<file path="src/sv/iba_pkg.sv">
// shared types and constants for the indexed block allocator
`default_nettype none

package iba_pkg;

   localparam int DISK_BLOCKS     = 1024;
   localparam int MAX_FILE_BLOCKS = 64;
   localparam int MAX_FILES       = 1023;

   localparam int BLK_W  = 10;
   localparam int LEN_W  = 7;
   localparam int ID_W   = 10;
   localparam int CFG_W  = 11;
   localparam int STAT_W = 2;

   localparam logic [CFG_W-1:0] CFG_RESET = CFG_W'(1024);

   localparam logic [STAT_W-1:0] ST_OK    = 2'd0;
   localparam logic [STAT_W-1:0] ST_INDEX = 2'd1;
   localparam logic [STAT_W-1:0] ST_SHORT = 2'd2;
   localparam logic [STAT_W-1:0] ST_FULL  = 2'd3;

   typedef struct packed {
      logic [BLK_W-1:0] index_block;
      logic [LEN_W-1:0] length;
   } req_type;

   typedef struct packed {
      logic [STAT_W-1:0] status;
      logic [ID_W-1:0]   file_id;
      logic [BLK_W-1:0]  block_number;
      logic              last;
   } rsp_type;

   typedef struct packed {
      logic              valid;
      logic [STAT_W-1:0] status;
      logic [ID_W-1:0]   file_id;
      logic [BLK_W-1:0]  index_block;
      logic [LEN_W-1:0]  length;
   } job_type;

   typedef enum logic [2:0] {
      F_IDLE,
      F_CLASSIFY,
      F_SCAN,
      F_SEND
   } front_state_type;

   typedef enum logic [2:0] {
      B_CLEAR,
      B_IDLE,
      B_MARK,
      B_EMIT,
      B_REPORT
   } back_state_type;

endpackage

`default_nettype wire

</file>
<file path="src/sv/iba_ram.sv">
// generic single write port ram with registered read
`default_nettype none

module iba_ram #(
   parameter int WIDTH = 1,
   parameter int DEPTH = 2
) (
   input  wire logic                                  clock,
   input  wire logic                                  wr_en,
   input  wire logic [((DEPTH > 1) ? $clog2(DEPTH) : 1)-1:0] wr_addr,
   input  wire logic [WIDTH-1:0]                      wr_data,
   input  wire logic [((DEPTH > 1) ? $clog2(DEPTH) : 1)-1:0] rd_addr,
   output      logic [WIDTH-1:0]                      rd_data
);

   logic [WIDTH-1:0] mem_ff [DEPTH];
   logic [WIDTH-1:0] rd_data_ff;

   always_ff @(posedge clock) begin
      if (wr_en) begin
         mem_ff[wr_addr] <= wr_data;
      end
      rd_data_ff <= mem_ff[rd_addr];
   end

   assign rd_data = rd_data_ff;

endmodule

`default_nettype wire

</file>
<file path="src/sv/iba_front.sv">
// front end: request checks and first-fit scan of the owner map
`default_nettype none

module iba_front #(
   parameter int MAX_FILE_BLOCKS = iba_pkg::MAX_FILE_BLOCKS
) (
   input  wire logic                                   clock,
   input  wire logic                                   reset,
   input  wire logic                                   accept,
   input  wire iba_pkg::req_type                       req,
   input  wire logic [iba_pkg::CFG_W-1:0]              blocks_in_use,
   input  wire logic [iba_pkg::ID_W-1:0]               files,
   output      logic [iba_pkg::BLK_W-1:0]              map_rd_addr,
   input  wire logic                                   map_rd_data,
   output      logic                                   q_wr_en,
   output      logic [((MAX_FILE_BLOCKS > 1) ? $clog2(MAX_FILE_BLOCKS) : 1)-1:0] q_wr_addr,
   output      logic [iba_pkg::BLK_W-1:0]              q_wr_data,
   output      iba_pkg::job_type                       job,
   output      logic                                   busy
);

   localparam int CNT_W = $clog2(MAX_FILE_BLOCKS + 1);
   localparam int QA_W  = (MAX_FILE_BLOCKS > 1) ? $clog2(MAX_FILE_BLOCKS) : 1;
   localparam logic [iba_pkg::LEN_W-1:0] MAX_LEN = iba_pkg::LEN_W'(MAX_FILE_BLOCKS);
   localparam logic [iba_pkg::CFG_W-1:0] NB = iba_pkg::CFG_W'(iba_pkg::DISK_BLOCKS);
   localparam logic [iba_pkg::ID_W-1:0]  MAXF = iba_pkg::ID_W'(iba_pkg::MAX_FILES);

   iba_pkg::front_state_type state_ff, state_in;

   logic [iba_pkg::BLK_W-1:0]  idx_ff, idx_in;
   logic [iba_pkg::LEN_W-1:0]  len_ff, len_in;
   logic [iba_pkg::CFG_W-1:0]  limit_ff, limit_in;
   logic [iba_pkg::CFG_W-1:0]  scan_ff, scan_in;
   logic                       pend_ff, pend_in;
   logic [iba_pkg::BLK_W-1:0]  pend_addr_ff, pend_addr_in;
   logic [CNT_W-1:0]           found_ff, found_in;
   logic [iba_pkg::STAT_W-1:0] status_ff, status_in;
   logic [iba_pkg::ID_W-1:0]   id_ff, id_in;

   logic [iba_pkg::LEN_W-1:0]  found_ext;
   logic                       issue;
   logic                       hit;

   assign found_ext = iba_pkg::LEN_W'(found_ff);
   assign issue     = (scan_ff < limit_ff) && (found_ext < len_ff);
   assign hit       = (state_ff == iba_pkg::F_SCAN) && pend_ff && !map_rd_data
                      && (pend_addr_ff != idx_ff) && (found_ext < len_ff);

   // next state
   always_comb begin
      state_in     = state_ff;
      idx_in       = idx_ff;
      len_in       = len_ff;
      limit_in     = limit_ff;
      scan_in      = scan_ff;
      pend_in      = pend_ff;
      pend_addr_in = pend_addr_ff;
      found_in     = found_ff;
      status_in    = status_ff;
      id_in        = id_ff;
      case (state_ff)
         iba_pkg::F_IDLE: begin
            pend_in = 1'b0;
            if (accept) begin
               idx_in   = req.index_block;
               len_in   = req.length;
               limit_in = (blocks_in_use > NB) ? NB : blocks_in_use;
               state_in = iba_pkg::F_CLASSIFY;
            end
         end
         iba_pkg::F_CLASSIFY: begin
            id_in    = files + 1'b1;
            scan_in  = '0;
            found_in = '0;
            pend_in  = 1'b0;
            state_in = iba_pkg::F_SEND;
            if ((iba_pkg::CFG_W'(idx_ff) >= limit_ff) || map_rd_data) begin
               status_in = iba_pkg::ST_INDEX;
            end else if (files >= MAXF) begin
               status_in = iba_pkg::ST_FULL;
            end else if (len_ff > MAX_LEN) begin
               status_in = iba_pkg::ST_SHORT;
            end else if (len_ff == '0) begin
               status_in = iba_pkg::ST_OK;
            end else begin
               status_in = iba_pkg::ST_OK;
               state_in  = iba_pkg::F_SCAN;
            end
         end
         iba_pkg::F_SCAN: begin
            scan_in      = issue ? (scan_ff + 1'b1) : scan_ff;
            pend_in      = issue;
            pend_addr_in = scan_ff[iba_pkg::BLK_W-1:0];
            found_in     = found_ff + CNT_W'(hit);
            if (found_ext == len_ff) begin
               status_in = iba_pkg::ST_OK;
               state_in  = iba_pkg::F_SEND;
            end else if (!issue && !pend_ff) begin
               status_in = iba_pkg::ST_SHORT;
               state_in  = iba_pkg::F_SEND;
            end
         end
         iba_pkg::F_SEND: begin
            state_in = iba_pkg::F_IDLE;
         end
         default: begin
            state_in = iba_pkg::F_IDLE;
         end
      endcase
   end

   // outputs
   always_comb begin
      case (state_ff)
         iba_pkg::F_IDLE: map_rd_addr = req.index_block;
         iba_pkg::F_SCAN: map_rd_addr = scan_ff[iba_pkg::BLK_W-1:0];
         default:         map_rd_addr = idx_ff;
      endcase
      q_wr_en         = hit;
      q_wr_addr       = found_ff[QA_W-1:0];
      q_wr_data       = pend_addr_ff;
      job.valid       = (state_ff == iba_pkg::F_SEND);
      job.status      = status_ff;
      job.file_id     = id_ff;
      job.index_block = idx_ff;
      job.length      = len_ff;
      busy            = (state_ff != iba_pkg::F_IDLE);
   end

   always_ff @(posedge clock) begin
      if (reset) begin
         state_ff <= iba_pkg::F_IDLE;
         pend_ff  <= 1'b0;
      end else begin
         state_ff <= state_in;
         pend_ff  <= pend_in;
      end
   end

   always_ff @(posedge clock) begin
      idx_ff       <= idx_in;
      len_ff       <= len_in;
      limit_ff     <= limit_in;
      scan_ff      <= scan_in;
      pend_addr_ff <= pend_addr_in;
      found_ff     <= found_in;
      status_ff    <= status_in;
      id_ff        <= id_in;
   end

endmodule

`default_nettype wire

</file>
<file path="src/sv/iba_back.sv">
// back end: owner map clearing, block marking and result transfers
`default_nettype none

module iba_back #(
   parameter int MAX_FILE_BLOCKS = iba_pkg::MAX_FILE_BLOCKS
) (
   input  wire logic                                   clock,
   input  wire logic                                   reset,
   input  wire iba_pkg::job_type                       job,
   output      logic [((MAX_FILE_BLOCKS > 1) ? $clog2(MAX_FILE_BLOCKS) : 1)-1:0] q_rd_addr,
   input  wire logic [iba_pkg::BLK_W-1:0]              q_rd_data,
   output      logic                                   map_wr_en,
   output      logic [iba_pkg::BLK_W-1:0]              map_wr_addr,
   output      logic                                   map_wr_data,
   output      logic [iba_pkg::ID_W-1:0]               files,
   output      logic                                   rsp_valid,
   output      iba_pkg::rsp_type                       rsp,
   output      logic                                   busy
);

   localparam int CNT_W = $clog2(MAX_FILE_BLOCKS + 1);
   localparam int QA_W  = (MAX_FILE_BLOCKS > 1) ? $clog2(MAX_FILE_BLOCKS) : 1;
   localparam logic [iba_pkg::BLK_W-1:0] CLR_END = iba_pkg::BLK_W'(iba_pkg::DISK_BLOCKS - 1);

   iba_pkg::back_state_type state_ff, state_in;

   logic [iba_pkg::BLK_W-1:0] clr_ff, clr_in;
   iba_pkg::job_type          job_ff, job_in;
   logic [iba_pkg::ID_W-1:0]  files_ff, files_in;
   logic [CNT_W-1:0]          cnt_ff, cnt_in;

   logic [CNT_W-1:0]          next_cnt;
   logic                      last_emit;

   assign next_cnt  = cnt_ff + 1'b1;
   assign last_emit = (iba_pkg::LEN_W'(next_cnt) == job_ff.length);

   // next state
   always_comb begin
      state_in = state_ff;
      clr_in   = clr_ff;
      job_in   = job_ff;
      files_in = files_ff;
      cnt_in   = cnt_ff;
      case (state_ff)
         iba_pkg::B_CLEAR: begin
            clr_in = clr_ff + 1'b1;
            if (clr_ff == CLR_END) begin
               state_in = iba_pkg::B_IDLE;
            end
         end
         iba_pkg::B_IDLE: begin
            if (job.valid) begin
               job_in   = job;
               cnt_in   = '0;
               state_in = (job.status == iba_pkg::ST_OK) ? iba_pkg::B_MARK
                                                         : iba_pkg::B_REPORT;
            end
         end
         iba_pkg::B_MARK: begin
            files_in = job_ff.file_id;
            state_in = (job_ff.length == '0) ? iba_pkg::B_REPORT : iba_pkg::B_EMIT;
         end
         iba_pkg::B_EMIT: begin
            cnt_in = next_cnt;
            if (last_emit) begin
               state_in = iba_pkg::B_IDLE;
            end
         end
         iba_pkg::B_REPORT: begin
            state_in = iba_pkg::B_IDLE;
         end
         default: begin
            state_in = iba_pkg::B_IDLE;
         end
      endcase
   end

   // outputs
   always_comb begin
      q_rd_addr        = (state_ff == iba_pkg::B_EMIT) ? next_cnt[QA_W-1:0]
                                                       : cnt_ff[QA_W-1:0];
      map_wr_en        = 1'b0;
      map_wr_addr      = clr_ff;
      map_wr_data      = 1'b0;
      rsp_valid        = 1'b0;
      rsp.status       = iba_pkg::ST_OK;
      rsp.file_id      = '0;
      rsp.block_number = '0;
      rsp.last         = 1'b1;
      case (state_ff)
         iba_pkg::B_CLEAR: begin
            map_wr_en = 1'b1;
         end
         iba_pkg::B_MARK: begin
            map_wr_en   = 1'b1;
            map_wr_addr = job_ff.index_block;
            map_wr_data = 1'b1;
         end
         iba_pkg::B_EMIT: begin
            map_wr_en        = 1'b1;
            map_wr_addr      = q_rd_data;
            map_wr_data      = 1'b1;
            rsp_valid        = 1'b1;
            rsp.file_id      = job_ff.file_id;
            rsp.block_number = q_rd_data;
            rsp.last         = last_emit;
         end
         iba_pkg::B_REPORT: begin
            rsp_valid   = 1'b1;
            rsp.status  = job_ff.status;
            rsp.file_id = (job_ff.status == iba_pkg::ST_OK) ? job_ff.file_id : '0;
         end
         default: begin
            map_wr_en = 1'b0;
         end
      endcase
      files = files_ff;
      busy  = (state_ff != iba_pkg::B_IDLE);
   end

   always_ff @(posedge clock) begin
      if (reset) begin
         state_ff <= iba_pkg::B_CLEAR;
         clr_ff   <= '0;
         files_ff <= '0;
      end else begin
         state_ff <= state_in;
         clr_ff   <= clr_in;
         files_ff <= files_in;
      end
   end

   always_ff @(posedge clock) begin
      job_ff <= job_in;
      cnt_ff <= cnt_in;
   end

endmodule

`default_nettype wire

</file>
<file path="src/sv/indexed_block_allocator.sv">
// top level of the indexed block allocator
`default_nettype none

// After reset the block clears its owner map, one entry per cycle, and stays busy until
// all DISK_BLOCKS entries (1024 by default) are cleared before it takes its first request.
// A request is checked in the CLASSIFY state after it is accepted; a request that gets past
// the checks and asks for blocks scans the owner map from block 0, one block per cycle
// through the map's read port, until enough free blocks are found or the scan reaches the
// managed block count. The SEND state hands the request to the back end, the MARK state
// marks the index block, and the data blocks then come out one per cycle in ascending order,
// the last one flagged. A rejected request or a zero-length file gives a single result.
// Results cannot be held off: each is shown for one cycle with rsp_valid high. busy stays
// high from the accepted request until its last result has gone. csr_data may be written
// whenever busy is low and no request is being started.

module indexed_block_allocator #(
   parameter int MAX_FILE_BLOCKS = iba_pkg::MAX_FILE_BLOCKS
) (
   input  wire logic                        clock,
   input  wire logic                        reset,
   input  wire logic                        start,
   output      logic                        busy,
   input  wire iba_pkg::req_type            req,
   output      logic                        rsp_valid,
   output      iba_pkg::rsp_type            rsp,
   input  wire logic                        csr_valid,
   output      logic                        csr_ready,
   input  wire logic [iba_pkg::CFG_W-1:0]   csr_data
);

   localparam int QA_W = (MAX_FILE_BLOCKS > 1) ? $clog2(MAX_FILE_BLOCKS) : 1;

   logic [iba_pkg::CFG_W-1:0] blocks_in_use_ff, blocks_in_use_in;

   logic                      accept;
   logic                      front_busy;
   logic                      back_busy;
   iba_pkg::job_type          job;
   logic [iba_pkg::ID_W-1:0]  files;

   logic [iba_pkg::BLK_W-1:0] map_rd_addr;
   logic                      map_rd_data;
   logic                      map_wr_en;
   logic [iba_pkg::BLK_W-1:0] map_wr_addr;
   logic                      map_wr_data;

   logic                      q_wr_en;
   logic [QA_W-1:0]           q_wr_addr;
   logic [iba_pkg::BLK_W-1:0] q_wr_data;
   logic [QA_W-1:0]           q_rd_addr;
   logic [iba_pkg::BLK_W-1:0] q_rd_data;

   assign csr_ready        = 1'b1;
   assign blocks_in_use_in = (csr_valid && csr_ready) ? csr_data : blocks_in_use_ff;
   assign busy             = front_busy | back_busy;
   assign accept           = start & ~busy;

   always_ff @(posedge clock) begin
      if (reset) begin
         blocks_in_use_ff <= iba_pkg::CFG_RESET;
      end else begin
         blocks_in_use_ff <= blocks_in_use_in;
      end
   end

   iba_front #(
      .MAX_FILE_BLOCKS(MAX_FILE_BLOCKS)
   ) u_front (
      .clock        (clock),
      .reset        (reset),
      .accept       (accept),
      .req          (req),
      .blocks_in_use(blocks_in_use_ff),
      .files        (files),
      .map_rd_addr  (map_rd_addr),
      .map_rd_data  (map_rd_data),
      .q_wr_en      (q_wr_en),
      .q_wr_addr    (q_wr_addr),
      .q_wr_data    (q_wr_data),
      .job          (job),
      .busy         (front_busy)
   );

   iba_ram #(
      .WIDTH(iba_pkg::BLK_W),
      .DEPTH(MAX_FILE_BLOCKS)
   ) u_cand_ram (
      .clock  (clock),
      .wr_en  (q_wr_en),
      .wr_addr(q_wr_addr),
      .wr_data(q_wr_data),
      .rd_addr(q_rd_addr),
      .rd_data(q_rd_data)
   );

   iba_back #(
      .MAX_FILE_BLOCKS(MAX_FILE_BLOCKS)
   ) u_back (
      .clock      (clock),
      .reset      (reset),
      .job        (job),
      .q_rd_addr  (q_rd_addr),
      .q_rd_data  (q_rd_data),
      .map_wr_en  (map_wr_en),
      .map_wr_addr(map_wr_addr),
      .map_wr_data(map_wr_data),
      .files      (files),
      .rsp_valid  (rsp_valid),
      .rsp        (rsp),
      .busy       (back_busy)
   );

   iba_ram #(
      .WIDTH(1),
      .DEPTH(iba_pkg::DISK_BLOCKS)
   ) u_owner_ram (
      .clock  (clock),
      .wr_en  (map_wr_en),
      .wr_addr(map_wr_addr),
      .wr_data(map_wr_data),
      .rd_addr(map_rd_addr),
      .rd_data(map_rd_data)
   );

endmodule

`default_nettype wire

</file>
<file path="config.mk">
export PLATFORM = sky130hd
export DESIGN_NAME = indexed_block_allocator
export DESIGN_NICKNAME = d
export VERILOG_FILES = /design/src/sv/iba_pkg.sv /design/src/sv/iba_ram.sv /design/src/sv/iba_front.sv /design/src/sv/iba_back.sv /design/src/sv/indexed_block_allocator.sv
export SDC_FILE = /design/constraint.sdc
export NUM_CORES = 2
export LEC_CHECK = 0
export ABC_AREA = 1
export BUFFER_PORTS_ARGS = -buffer_cell sky130_fd_sc_hd__clkbuf_2
export CAP_MARGIN = 25
export CORE_MARGIN = 1.5
export CORE_UTILIZATION = 30
export CTS_CLUSTER_SIZE = 8
export DETAILED_ROUTE_END_ITERATION = 10
export HOLD_SLACK_MARGIN = 0.12
export SYNTH_ARGS = -nofsm -noshare
export SYNTH_HDL_FRONTEND = slang
export SYNTH_SLANG_ARGS = --single-unit
</file>
<file path="constraint.sdc">
create_clock -name clock -period 13 [get_ports clock]
set_input_delay 2.6 -clock clock [delete_from_list [all_inputs] [get_ports clock]]
set_output_delay 2.6 -clock clock [all_outputs]
set_load 0.02 [all_outputs]
</file>
Word level (Yosys, flattened, before mapping)

Memories as Yosys holds them, arrays and structs flattened. A register that Yosys moved wholly into a read port is not among the register bits.
Index checks and enable logic that the tools add are counted.

Output and inout bits: 26
Memory bits (writable): 1,664
Input bits: 32
Memories: 2
Register bits after elaboration: 142
Word-level logic and storage cells: 124

Eq/ne operators: 18
Bitwise logic cells: 3
Muxes and demuxes: 40
Reductions and logical operators: 31
Order comparisons: 6
Add/subtract/negate cells: 5

Memory list:

| name               | words | width | rd ports | clocked after memory_dff | wr ports | line          | text |
|---|---|---|---|---|---|---|---|
| u_owner_ram.mem_ff | 1,024 | 1     | 1        | 1                        | 1        | iba_ram.sv:16 | `logic [WIDTH-1:0] mem_ff [DEPTH];` |
| u_cand_ram.mem_ff  | 64    | 10    | 1        | 1                        | 1        | iba_ram.sv:16 |  |

Operator list:

| operator                | count |
|---|---|
| $pmux W10 S2            | 3 |
| $mux W3                 | 11 |
| $pmux W7 S2             | 2 |
| $mux W11                | 2 |
| $pmux W11 S2            | 1 |
| $add A10 B1 Y10 const B | 2 |
| $eq A7 B7 Y1            | 2 |
| $logic_not A7 Y1        | 2 |
| $eq A3 B2 Y1 const B    | 4 |
| $mux W2                 | 6 |
| $pmux W3 S4             | 1 |
| $reduce_and A2 Y1       | 6 |
| $add A11 B1 Y11 const B | 1 |
| $ge A10 B11 Y1          | 1 |
| $gt A11 B11 Y1 const B  | 1 |
| $lt A11 B11 Y1          | 1 |
| $eq A10 B10 Y1 const B  | 1 |
| $ge A10 B10 Y1 const B  | 1 |
| $mux W10                | 1 |
| $ne A10 B10 Y1          | 1 |
| $pmux W3 S3             | 1 |
| $mux W1                 | 8 |
| $add A7 B1 Y7           | 1 |
| $add A7 B1 Y7 const B   | 1 |
| 25 further kinds        | 42 |

Longest topological paths before layout

Depth in word-level cells: 7
Mapped depth: 22
Mapped depth without buffers: 19

Cells and area by module

A second synthesis with hierarchy kept.

Cells, all modules: 7,739
Area total of the unflattened synthesis: 80,328.3 um^2

Modules (own cells, without submodules):

| module                  | times used | seq. area each (um^2) | cells each | area each (um^2) |
|---|---|---|---|---|
| iba_ram at u_owner_ram  | 1          | 30,769.5              | 4,679      | 46,392.0 |
| iba_ram at u_cand_ram   | 1          | 19,418.6              | 2,233      | 26,436.6 |
| iba_front               | 1          | 2,102.0               | 424        | 4,062.6 |
| iba_back                | 1          | 1,541.5               | 329        | 2,956.6 |
| indexed_block_allocator | 1          | 220.2                 | 74         | 480.5 |

Worst setup path before layout

OpenSTA, ideal clock, no wires.

Path kind: register to output
Start: register u_back.state_ff[2]
End: output port rsp[11] (netlist name)
Arrival: 9.991 ns
Path buffers: 2
Data required time: 10.400 ns
Stages on the path, launching flop included: 8
Path slack: 0.409 ns
Cell sequence: dfxtp_1 nor2_4 nand2_2 buf_6 buf_2 o31ai_1 clkinv_1 nor2_1

RTL lines:

| element                | line                          | text |
|---|---|---|
| from (decl)            | iba_back.sv:25                | `iba_pkg::back_state_type state_ff, state_in;` |
| from (signal assigned) | iba_back.sv:124               | `state_ff <= iba_pkg::B_CLEAR;` |
| from (signal assigned) | iba_back.sv:128               | `state_ff <= state_in;` |
| to (decl)              | indexed_block_allocator.sv:25 | `output iba_pkg::rsp_type rsp,` |

==> qor.csv <==
metric;value;unit
cts.sink_count;1816;
slowest_stage;nand2_2;
cp.required;10.40;ns
slowest_delay;0.68;ns
die_w;522;um
ir_drop;238;uV
drv_slew;0;
cts_hold_buf;0;
cts_resized;0;
rows;190;
synth_fp_nets;7715;
ys_seq_elements;1816;
syn-mean-instance-area;10.6;um2
arrival;3.91;ns
synthesis.area;0.0809;mm2
path_max_fanout;35;
first_pass_iters;6;
clock_skew;0.0762;ns
tightest_slew;1.36;ns
first_iter_violations;7083;
port_buffers;56;
setup_violations;0;
fin_crit;6.51;ns
antenna_found_initial;5;
grt_pass1_vias;55200;
crit_type;flop to output port;
finalHoldViolations;0;
vias;57700;
synth_area_leaders;edfxtp_1 66%, nor2_1 7.2%, nand3_1 5.0%;
yosysTopAreaCellShare;65.6;%
async_flop_share;0;%
synth_top_area_cell;edfxtp_1;
cts_buffers;277;
crit_chain;inv_2 > nor2_4 > nand2_2 > o31ai_1 > buf_2 > clkinv_1 > nor2_1 > clkbuf_2;
layout-drive-gt1-share;7.88;%
ys_types;57;
leakage;32.0;nW
fin_nets;7634;
timing.fmax;154;MHz
vias_per_cell;5.16;
root_buffer;clkbuf_16;
rsz0062_at_grt;no;
start_util;30.2;%
cts_tree;yes;
cts_max_level;5;
die_area;0.273;mm2
path_clk_slew;0.05;ns
grt_max_degree;292;
wl_per_cell;21.5;um
cts_setup_buffers;0;
place.gp.congestion;0.823;
routed_wl;241000;um
dp.final_hpwl;125000;um
area_growth;14.3;%
core-area;0.268;mm2
fp.dieH;522;um
clock_path_buffers;4;
drc;0;
finalSetupTns;0;ns
crit_path_end_kind;output port;
ys_top_cells_by_count;1768 x edfxtp_1, 1551 x nor2_1, 1031 x nand2_1, 816 x nand3_1, 619 x inv_1;
ys.flop_type;edfxtp_1;
utilization;34.5;%
drv_cap;0;
ant_nets;0;
grt_pass1_wl;355000;um
insertion_delay;0.90;ns
finalCritPeriodShare;50.1;%
relSlewSlack;9.14;%
synth_warnings;0;
grt_usage;17.2;%
status;finished, final reports clean;
synth_seq_area_share;66.8;%
hp-class;flop to flop;
synth_edf_count;1768;
powerDensity;197;mW/mm2
ios;58;
hold_ws;0.413;ns
grt_overflow;0;
synth.most_common_cell;edfxtp_1;
syn_inst;7645;
start_kind;flop;
## per-layer routing
metal  global-route usage (%)  share of wire, %  vias up
li1                         -                 -    26100
met1                     22.6                40    28500
met2                     27.8                47     2583
met3                     3.14               8.6      565
met4                     7.23               4.2        2
met5                        0            0.0054        -
## metrics by stage
step,power [mW],setup WS [ns],instance area (um2),instances
after CTS,18.2,6.42,91900,11100
final,18.2,6.49,92500,11200
after floorplan,10.3,0.409,80900,7645
after global routing,18.9,6.09,92500,11200
after detailed placement,12.0,5.82,84600,10800
after global placement,11.9,5.80,84200,10800
## worst paths after layout
check / startpoint / end / slack [ns] / cells past startpoint
max: u_back.state_ff[1] / rsp[19] / 6.49 / 8
min: u_front.id_ff[5] / u_back.job_ff[22] / 0.41 / 0
max reg2reg: u_front.state_ff[0] / u_owner_ram.rd_data / 6.81 / 19
min reg2reg: u_front.id_ff[5] / u_back.job_ff[22] / 0.41 / 0
## cell usage in the layout, fill, tap and decap left out, types with 3 or more instances in the layout
| master | count |
|---|---|
| nand4_1 | 7 |
| buf_16 | 29 |
| clkbuf_16 | 283 |
| xor2_1 | 18 |
| o221ai_1 | 80 |
| nor2_4 | 3 |
| nand3b_1 | 170 |
| inv_1 | 617 |
| buf_12 | 6 |
| a221oi_2 | 3 |
| clkinv_2 | 3 |
| nor2_1 | 1549 |
| a21oi_2 | 3 |
| nand2_2 | 32 |
| ha_1 | 38 |
| clkbuf_2 | 56 |
| nand3_1 | 815 |
| edfxtp_1 | 1768 |
| o22ai_1 | 90 |
| dfxtp_1 | 48 |
| nor3_1 | 24 |
| o211ai_1 | 251 |
| buf_8 | 3 |
| a31oi_1 | 3 |
| nor2_2 | 5 |
| o21ai_1 | 30 |
| o21ai_0 | 360 |
| xnor2_1 | 8 |
| inv_6 | 4 |
| inv_2 | 26 |
| nor4_1 | 6 |
| o21a_1 | 7 |
| buf_4 | 119 |
| a21oi_4 | 6 |
| clkinv_1 | 4 |
| clkbuf_1 | 50 |
| o21ai_4 | 3 |
| a21oi_1 | 63 |
| nand2_1 | 998 |
## critical path, delay by kind of cell (launching register included)
kind / cells / cell delay, ns
buffers and inverters: 4 / 0.84
AND/OR/NAND/NOR: 3 / 1.53
AO/OA/AOI/OAI: 1 / 0.27
flip-flops: 1 / 0.36
## cells by family (layout without fill, tap and decap cells)
logic type / after synthesis / count (layout) / synth area share, %
AOI/OAI and AO/OA: 912 / 912 / 7.07
xor gates and xnor gates: 26 / 26 / 0.281
adders and majority gates: 38 / 38 / 0.587
buffers and inverters: 1229 / 1207 / 6.24
DFF: 1816 / 1816 / 66.8
other: 1 / 3 / 0.00463
and+or+nand+nor: 3623 / 3623 / 19.0
## registers in the layout, summed over array words and instances (netlist names)
name	flops
u_owner_ram.mem_ff	1024
u_cand_ram.mem_ff	640
u_back.job_ff	29
blocks_in_use_ff	11
u_front.limit_ff	11
u_front.scan_ff	11
u_back.clr_ff	10
u_back.files	10
u_cand_ram.rd_data	10
u_front.id_ff	10
u_front.idx_ff	10
u_front.q_wr_data	10
u_back.cnt_ff	7
u_front.found_ext	7
u_front.len_ff	7
u_back.state_ff	3
u_front.state_ff	2
u_front.status_ff	2
u_front.pend_ff	1
u_owner_ram.rd_data	1
## power breakdown
part | internal [mW] | switching [mW]
combinational | 1.22 | 3.81
sequential | 6.83 | 0.0766
clock | 3.87 | 2.42
total | 11.9 | 6.31
## cell type report
type | instances | area [um2]
Fill cell | 26500 | 176000
Sequential cell | 1816 | 54100
Multi-Input combinational cell | 4600 | 22100
Clock buffer | 333 | 7270
Tap cell | 3552 | 4440
Inverter | 653 | 2480
Timing Repair Buffer | 216 | 2160
Clock inverter | 5 | 61.3
Antenna cell | 2 | 5.00
No activity file was read; power rests on OpenSTA's default activity.
